`src/rtl/assert_macros.svh`:
```
// Assertion helpers used by the RTL.
// Each macro expects a clock named clk and a reset named rst in scope.
`ifndef ASSERT_MACROS_SVH
`define ASSERT_MACROS_SVH

// Same-cycle implication, off during reset
`define RIOFP_ASSERT_IMP(lbl, ante, cons) \
  lbl: assert property (@(posedge clk) disable iff (rst) (ante) |-> (cons)) \
    else $error("assertion failed");

// Next-cycle implication, off during reset
`define RIOFP_ASSERT_NXT(lbl, ante, cons) \
  lbl: assert property (@(posedge clk) disable iff (rst) (ante) |=> (cons)) \
    else $error("assertion failed");

`endif

```
`src/rtl/riofp_pkg.sv`:
```
package riofp_pkg;

  // Default largest accepted payload length
  localparam int DEF_MAX_PAYLOAD = 24;

  // Framing bytes
  localparam logic [7:0] START_BYTE     = 8'h7E;
  localparam logic [7:0] KIND_IO_SAMPLE = 8'h92;
  localparam logic [7:0] SUM_BASE       = 8'hFF;

  // Payload offsets of the kept bytes
  localparam int OFS_KIND   = 0;
  localparam int OFS_COUNT  = 12;
  localparam int OFS_MASK   = 14;
  localparam int OFS_SAMPLE = 17;

  // Per-item frame status code
  typedef enum logic [2:0] {
    ST_NONE    = 3'd0,
    ST_APPLIED = 3'd1,
    ST_IGNORED = 3'd2,
    ST_BAD_SUM = 3'd3,
    ST_BAD_LEN = 3'd4
  } status_t;

endpackage

```
`src/rtl/radio_io_frame_parser_unit.sv`:
```
// Channel | Signals                                        | Role
// rx      | rx_valid rx_stall rx_byte                      | bytes in
// res     | res_valid res_stall latch_value frame_status   | one result item per byte
//
// One byte is taken per cycle while rx_stall is low; the result register holds
// its result from the next cycle. The frame state update is a single pass of
// logic from the state registers and the byte into the state and result
// registers. Synchronous active-high reset puts the parser in the start-byte
// hunt and clears the latch and kept bytes. rx_stall rises only while a result
// waits and res_stall is high, so a byte is accepted in the cycle the result drains.
`include "assert_macros.svh"

module radio_io_frame_parser_unit #(
  parameter int MAX_PAYLOAD = riofp_pkg::DEF_MAX_PAYLOAD
) (
  input  logic       clk,
  input  logic       rst,
  input  logic       rx_valid,
  output logic       rx_stall,
  input  logic [7:0] rx_byte,
  output logic       res_valid,
  input  logic       res_stall,
  output logic [7:0] latch_value,
  output logic [2:0] frame_status
);
  import riofp_pkg::*;

  localparam int CW = $clog2(MAX_PAYLOAD + 1);

  typedef enum logic [2:0] {
    PH_HUNT    = 3'd0,
    PH_LEN_HI  = 3'd1,
    PH_LEN_LO  = 3'd2,
    PH_PAYLOAD = 3'd3,
    PH_CHECK   = 3'd4
  } phase_t;

  phase_t        phase, phase_next;
  logic [7:0]    len_hi, len_hi_next;
  logic [CW-1:0] frame_len, frame_len_next;
  logic [CW-1:0] byte_count, byte_count_next;
  logic [7:0]    running_sum, running_sum_next;
  logic [7:0]    kind_byte, kind_byte_next;
  logic [7:0]    sample_count_byte, sample_count_byte_next;
  logic [7:0]    mask_byte, mask_byte_next;
  logic [7:0]    sample_byte, sample_byte_next;
  logic [7:0]    latched, latched_next;
  status_t       status_next;

  logic          acc;
  logic [15:0]   full_len;
  logic [CW:0]   cnt_inc;
  logic          chk_status_ok;

  // Accept whenever the result register is free or drains this cycle
  assign rx_stall = res_valid && res_stall;
  assign acc      = rx_valid && !rx_stall;

  assign full_len = {len_hi, rx_byte};
  assign cnt_inc  = {1'b0, byte_count} + {{CW{1'b0}}, 1'b1};

  // Per-byte parser update
  always_comb begin
    phase_next             = phase;
    len_hi_next            = len_hi;
    frame_len_next         = frame_len;
    byte_count_next        = byte_count;
    running_sum_next       = running_sum;
    kind_byte_next         = kind_byte;
    sample_count_byte_next = sample_count_byte;
    mask_byte_next         = mask_byte;
    sample_byte_next       = sample_byte;
    latched_next           = latched;
    status_next            = ST_NONE;
    case (phase)
      PH_LEN_HI: begin
        len_hi_next = rx_byte;
        phase_next  = PH_LEN_LO;
      end
      PH_LEN_LO: begin
        // zero or oversize length is dropped
        if (full_len == 16'd0 || full_len > 16'(MAX_PAYLOAD)) begin
          status_next = ST_BAD_LEN;
          phase_next  = PH_HUNT;
        end else begin
          frame_len_next = full_len[CW-1:0];
          phase_next     = PH_PAYLOAD;
        end
      end
      PH_PAYLOAD: begin
        if (byte_count == CW'(OFS_KIND)) begin
          kind_byte_next = rx_byte;
        end else if (byte_count == CW'(OFS_COUNT)) begin
          sample_count_byte_next = rx_byte;
        end else if (byte_count == CW'(OFS_MASK)) begin
          mask_byte_next = rx_byte;
        end else if (byte_count == CW'(OFS_SAMPLE)) begin
          sample_byte_next = rx_byte;
        end
        byte_count_next  = cnt_inc[CW-1:0];
        running_sum_next = running_sum + rx_byte;
        if (cnt_inc >= {1'b0, frame_len}) begin
          phase_next = PH_CHECK;
        end
      end
      PH_CHECK: begin
        if (rx_byte == SUM_BASE - running_sum) begin
          if (kind_byte == KIND_IO_SAMPLE && sample_count_byte == 8'd1) begin
            latched_next = ~sample_byte & mask_byte;
            status_next  = ST_APPLIED;
          end else begin
            status_next = ST_IGNORED;
          end
        end else begin
          status_next = ST_BAD_SUM;
        end
        phase_next = PH_HUNT;
      end
      default: begin
        // hunt for the start byte
        phase_next = PH_HUNT;
        if (rx_byte == START_BYTE) begin
          byte_count_next  = '0;
          running_sum_next = 8'd0;
          phase_next       = PH_LEN_HI;
        end
      end
    endcase
  end

  // Parser state and result register
  always_ff @(posedge clk) begin
    if (rst) begin
      phase             <= PH_HUNT;
      len_hi            <= 8'd0;
      frame_len         <= '0;
      byte_count        <= '0;
      running_sum       <= 8'd0;
      kind_byte         <= 8'd0;
      sample_count_byte <= 8'd0;
      mask_byte         <= 8'd0;
      sample_byte       <= 8'd0;
      latched           <= 8'd0;
      res_valid         <= 1'b0;
    end else if (acc) begin
      phase             <= phase_next;
      len_hi            <= len_hi_next;
      frame_len         <= frame_len_next;
      byte_count        <= byte_count_next;
      running_sum       <= running_sum_next;
      kind_byte         <= kind_byte_next;
      sample_count_byte <= sample_count_byte_next;
      mask_byte         <= mask_byte_next;
      sample_byte       <= sample_byte_next;
      latched           <= latched_next;
      res_valid         <= 1'b1;
      latch_value       <= latched_next;
      frame_status      <= status_next;
    end else if (!res_stall) begin
      res_valid <= 1'b0;
    end
  end

  // Checks
  // a checksum byte always ends with one of the checksum verdicts
  assign chk_status_ok = frame_status == ST_APPLIED || frame_status == ST_IGNORED ||
                         frame_status == ST_BAD_SUM;

  `RIOFP_ASSERT_NXT(a_check_status, acc && phase == PH_CHECK, res_valid && chk_status_ok)
  `RIOFP_ASSERT_NXT(a_latch_hold, acc && phase != PH_CHECK, latched == $past(latched))
  `RIOFP_ASSERT_IMP(a_count_range, phase == PH_PAYLOAD, byte_count < frame_len && frame_len != '0)

endmodule

```
`config.mk`:
```
export PLATFORM = sky130hd
export DESIGN_NAME = radio_io_frame_parser_unit
export DESIGN_NICKNAME = d
export VERILOG_FILES = /design/src/rtl/riofp_pkg.sv /design/src/rtl/radio_io_frame_parser_unit.sv
export VERILOG_INCLUDE_DIRS = /design/src /design/src/rtl
export SDC_FILE = /design/constraint.sdc
export NUM_CORES = 1
export LEC_CHECK = 0
export BUFFER_PORTS_ARGS = -buffer_cell sky130_fd_sc_hd__buf_4
export CORE_MARGIN = 1.5
export CORE_UTILIZATION = 45
export CTS_CLUSTER_DIAMETER = 80
export DETAILED_ROUTE_END_ITERATION = 10
export HOLD_SLACK_MARGIN = 0.1
export PLACE_DENSITY = 0.69
export SLEW_MARGIN = 20
export SYNTH_ARGS = -nofsm -noshare
export SYNTH_HDL_FRONTEND = slang
export SYNTH_SLANG_ARGS = --single-unit
```
`constraint.sdc`:
```
create_clock -name clk -period 6.5 [get_ports clk]
set_input_delay 0.325 -clock clk [delete_from_list [all_inputs] [get_ports clk]]
set_output_delay 0.325 -clock clk [all_outputs]
set_load 0.05 [all_outputs]
```
* After elaboration in Yosys (flattened, before gate mapping)
Index checks and enable logic that the tools add are counted.
** Storage, ports and cells
- Register bits after elaboration :: 81
- Input bits :: 12
- Logic and storage cells :: 74
** Cells by class
- $add $sub $neg :: 3
- Magnitude comparators :: 2
- Equal/unequal tests :: 13
- Multiplexer cells :: 17
- Bitwise gates (word level) :: 8
- Reductions and logical operators :: 18
** Operator list (count)
- $mux W8 :: 4
- $gt A16 B5 Y1 const B :: 1
- $logic_not A16 Y1 :: 1
- $pmux W8 S2 :: 1
- $pmux W3 S4 :: 1
- $eq A5 B4 Y1 const B :: 2
- $pmux W5 S2 :: 1
- $mux W3 :: 3
- $reduce_and A3 Y1 :: 3
- $add A8 B8 Y8 :: 1
- $and A8 B8 Y8 :: 1
- $eq A8 B1 Y1 const B :: 1
- $eq A8 B7 Y1 const B :: 1
- $eq A8 B8 Y1 :: 1
- $eq A8 B8 Y1 const B :: 1
- $not A8 Y8 :: 1
- $sub A8 B8 Y8 const A :: 1
- $add A5 B1 Y6 const B :: 1
- $eq A3 B2 Y1 const B :: 2
- $ge A6 B5 Y1 :: 1
- $not A1 Y1 :: 6
- $pmux W3 S2 :: 1
- $reduce_and A2 Y1 :: 3
- $reduce_and A6 Y1 :: 1
- 16 further kinds :: 21

* Logic depth before layout (Yosys ltp)
- Word-level depth :: 5
- Depth in mapped cells :: 8
- Depth with buffers taken out :: 8

* Least setup slack after synthesis
OpenSTA, ideal clock, no wires.
- Path type :: in2reg
- Start point :: input port rx_byte[2]
- End point :: register latch_value[1], data pin
- Setup time :: 0.264 ns
- Arrival :: 1.850 ns
- Data required time :: 6.236 ns
- Setup slack :: 4.387 ns
- Stages :: 8
- Buffers on the path :: 2
- Path through :: ha_1 -> nand3_1 -> a211o_1 -> or3_1 -> clkbuf_1 -> buf_2 -> nand2_1 -> o21ai_0
** On the way
- Longest elaborated chain between the ends :: 3
** RTL lines
- start: declaration :: line radio_io_frame_parser_unit.sv:20 : input logic [7:0] rx_byte,
- $eq A8 B8 Y1 :: line radio_io_frame_parser_unit.sv:107 : if (rx_byte == SUM_BASE - running_sum) begin
- $mux W8 :: line radio_io_frame_parser_unit.sv:107
- $mux W8 :: line radio_io_frame_parser_unit.sv:75 : case (phase)
- net latched_next[1] :: line radio_io_frame_parser_unit.sv:47 : logic [7:0] latched, latched_next;
- end signal: assignment :: line radio_io_frame_parser_unit.sv:157 : latch_value <= latched_next;
- end: declaration :: line radio_io_frame_parser_unit.sv:23 : output logic [7:0] latch_value,
The timed path passes the listed nets, and every way through them passes these cells.
A chain may end at the register's enable or synchronous reset.

* Worst setup path after layout
- Start point :: register running_sum[2]
- End point :: register latched[4]
** On the way
- Longest elaborated chain between the ends :: 4
** RTL lines
- start: declaration :: line radio_io_frame_parser_unit.sv:42 : logic [7:0] running_sum, running_sum_next;
- start signal: assignment :: line radio_io_frame_parser_unit.sv:150 : running_sum <= running_sum_next;
- $sub A8 B8 Y8 :: line radio_io_frame_parser_unit.sv:107
- $eq A8 B8 Y1 :: line radio_io_frame_parser_unit.sv:107
- $mux W8 :: line radio_io_frame_parser_unit.sv:107
- $mux W8 :: line radio_io_frame_parser_unit.sv:75
- end signal: assignment :: line radio_io_frame_parser_unit.sv:155 : latched <= latched_next;
- end: declaration :: line radio_io_frame_parser_unit.sv:47
No other way between the ends.

==> key figures <==
Logic synthesis
  – Seq/Total Area, Yosys: 45.0%
  – Leading post-synthesis cells by cell area: dfxtp_1 36%, edfxtp_1 8.6%, mux2i_1 7.5%
  – Unique masters post-synth: 53
  – Mean cell area of the mapped netlist: 9.05 sq um
  – Post-synthesis instance area: 0.00385 sq mm
  – Cell taking the most area after synthesis: dfxtp_1
  – Synthesized netlist net count: 454
  – EDFF count, synth: 11
  – Async S/R FF share, synth: 0%
  – Flip-flop and latch count after synthesis: 81
  – Post-synth top area share: 36.4%
  – Post-Synthesis Cells: 425
  – Post-synth top flop: dfxtp_1
  – Synthesis Warnings: 0

Clock network
  – Clock Tree Root: clkbuf_8
  – PostCTS Resize Cnt: 0
  – Cts bufs inserted: 9
  – Maximum buffer depth of the clock tree: 2
  – Clock latency on the worst-skew pair: 0.37 ns
  – Number of buffers inserted for hold repair after clock tree synthesis: 0
  – Num Clock Sinks: 81
  – Post-CTS Setup Repair Bufs: 0
  – Deepest level of the CTS H-tree: 3
  – CTS clock-pin slew for the worst setup and hold paths: 0.09 ns
  – TritonCTS clock tree: built

Power and ir drop
  – Internal cell power: 0.714 mW
  – Leak Pwr: 1.65 nW
  – Switching share of power: 26.3%
  – Reported net switching power: 0.254 mW
  – Sequential Power Share: 53.3%
  – Clock share of power: 39.7%
  – Pwr Density: 227 mW/mm^2
  – Peak VDD IR: 0.123 mV
  – Comb power frac: 7.0%

Timing
  – Number of hold violations in the final report: 0
  – Total count of max-transition violations in the final report: 0
  – Slew at the pin with the worst max-slew slack: 0.867 ns
  – Final critical-path required period: 2.35 ns
  – Unrepaired setup endpoints after global routing: false
  – Maximum operating frequency: 426 MHz
  – Tightest hold margin: 0.178 ns
  – Final count of negative-setup-slack endpoints: 0
  – Slew Limit Headroom: 42.0%
  – Total Negative Setup Slacks: 0 ns
  – Final clock period utilization by the worst path: 36.1%
  – Final setup skew: 0.0105 ns

Placed design
  – Number of buffers inserted by port buffering: 24
  – Dpl cells: 531
  – Last weighted congestion value of the routability-driven placer: 0.839
  – DP HPWL: 5.85 mm

Final layout
  – Commonest cells after routing, fill and taps aside: 70 x dfxtp_1, 52 x nor2_1, 43 x nand2_1
  – Share of the core filled with cells in the final layout: 51.7%
  – Fill cell instance count of the final layout: 770
  – Synthesis-to-finish area growth: 10.9%
  – Fraction of final layout cells with drive strength greater than 1: 11.8%
  – Cell Count, Final, Fillers Out: 547
  – Most frequent standard cell in the layout excluding fill and tap cells: dfxtp_1
  – Net total in the final layout: 466
  – Number of inserted diodes: 0

Worst hold path
  – Hold path depth: 3
  – HP Class: input port to flip-flop
  – Startpoint of the lowest-slack hold path: rx_valid
  – Hold EP: res_valid

Routing
  – Detailed-route wire length: 8.61 mm
  – Average detailed-routed wire length per instance: 15.7 microns
  – Number of nets with antenna violations after detailed routing: 0
  – First-pass DRT Iterations: 4
  – Via density: 5.56
  – Detailed-route via count: 3042
  – # DRC: 0
  – Detailed router's first-iteration violation count: 159

Die
  – Die outline width: 95.5 microns
  – Starting utilization of the core area: 46.6%
  – Number of top-level design ports: 25
  – Die outline area: 0.00911 sq mm
  – Floorplan die height: 95.5 microns
  – Core Area: 0.00826 sq mm
  – Floorplan row count: 33

Critical path
  – Crit path max-delay family: simple AND/OR/NAND/NOR gates
  – Endpoint of the worst-slack reg-to-reg timing path: latched[4]
  – Number of buffers and inverters on the critical path: 0
  – Data required time of the critical path: 6.80 ns
  – Worst Setup Path Type: flip-flop to flip-flop
  – Cell chain of the critical path: ha_1 > nand3_1 > a211o_1 > nor4_4 > mux2_2 > nor2_1
  – Biggest fanout along the worst timing path: 8
  – Worst Reg-to-Reg Cells: 6
  – Category of the worst setup path launch point: flip-flop
  – CP max stage delay: 0.59 ns
  – Setup slack, reg-to-reg: 4.15 ns
  – Slowest-stage cell, CP: nor4_4
  – Worst R2R Start: running_sum[2]
  – Type of element capturing the critical path: flip-flop
  – Critical path arrival: 2.65 ns

Global routing
  – Number of global-route vias before repair: 2785
  – Leftover overflow at the end of global routing: 0
  – GRT Resource Usage Total: 20.4%
  – Initial antenna violation count: 0
  – Largest net degree at the start of global routing: 78
  – Global-route wire length before repair: 13.9 mm

Status
  – Result of the run: finished, final reports clean

Run
  – Number of max-cap violations: 0
layer usage:
| layer | GRT usage [%] | wire length, microns |
|---|---|---|
| met1 | 27.9 | 4240 |
| met2 | 31.1 | 3880 |
| met3 | 3.51 | 324 |
| met4 | 9.68 | 163 |
| met5 | 0 | 0 |
metrics by stage:
step	power [mW]	worst slack, ns	instance area [sq um]
6_report	0.968	4.15	4270
3_5_place_dp	0.595	3.98	4060
4_1_cts	0.972	4.17	4270
5_1_grt	0.997	3.91	4270
3_3_place_gp	0.594	4.06	4060
2_1_floorplan	0.573	4.39	3850
registers in the layout, indices dropped and copies added, names as in the netlist:
name / cells
kind_byte: 8
latch_value: 8
latched: 8
len_hi: 8
mask_byte: 8
running_sum: 8
sample_byte: 8
sample_count_byte: 8
byte_count: 5
frame_len: 5
frame_status: 3
phase: 3
res_valid: 1
worst max path at each step:
stage | startpoint | end | slack, ns | depth (start not counted)
2_1_floorplan | rx_byte[2] | latch_value[1] | 4.39 | 8
3_3_place_gp | rx_byte[2] | latched[6] | 4.06 | 7
3_5_place_dp | rx_byte[2] | latched[7] | 3.98 | 7
4_1_cts | running_sum[2] | latched[4] | 4.17 | 6
5_1_grt | phase[1] | mask_byte[7] | 3.91 | 5
6_report | running_sum[2] | latched[4] | 4.15 | 6
cell usage after synthesis (all sizes together), types with 2 or more instances:
library cell  count
mux2i            29
nand4             6
nand2            43
a211oi            4
dfxtp            70
or3               3
edfxtp           11
nand3            21
clkbuf           19
nor3              7
and2              2
nor3b             2
nand2b           12
buf               5
ha               16
o21ai            13
o21a              2
nand3b            5
inv              16
o31ai             2
nor4              7
xor2              3
a21oi            34
xnor2             3
and3              3
nor4b             3
nand4b            2
mux2              8
nor2             52
a211o             3
a21o              4
power by group through the flow:
stage / logic (mW) / clock network, mW / registers [mW]
3_5_place_dp: 0.0678 / 0 / 0.528
4_1_cts: 0.0679 / 0.388 / 0.516
6_report: 0.0680 / 0.384 / 0.516
2_1_floorplan: 0.0368 / 0 / 0.536
3_3_place_gp: 0.0666 / 0 / 0.527
5_1_grt: 0.0735 / 0.407 / 0.517
worst reg2reg max path, stage by stage (launching register included):
cell	delay, ns
dfxtp_1	0.32
ha_1	0.38
nand3_1	0.11
a211o_1	0.37
nor4_4	0.59
mux2_2	0.40
nor2_1	0.10
logic make-up (layout without fill, tap and decap cells):
kind of cell / after synthesis / in the layout / synth area share, %
AND/OR/NAND/NOR: 173 / 173 / 22.6
flip-flops: 81 / 81 / 45.0
AO/OA/AOI/OAI: 71 / 71 / 11.2
buffers and inverters: 40 / 57 / 4.26
multiplexers: 37 / 37 / 9.89
adder cells (fa/ha/maj): 17 / 17 / 5.73
XOR/XNOR: 6 / 6 / 1.37
area by class of cell:
cell class,count,area (sq um),area share [%]
Clock inverter,7,80.1,1.88
Multi-Input combinational cell,304,1950,45.7
Tap cell,105,131,3.08
Timing Repair Buffer,25,188,4.40
Clock buffer,9,124,2.90
Inverter,16,60.1,1.41
Sequential cell,81,1730,40.6
No activity file was read; power rests on OpenSTA's default activity.
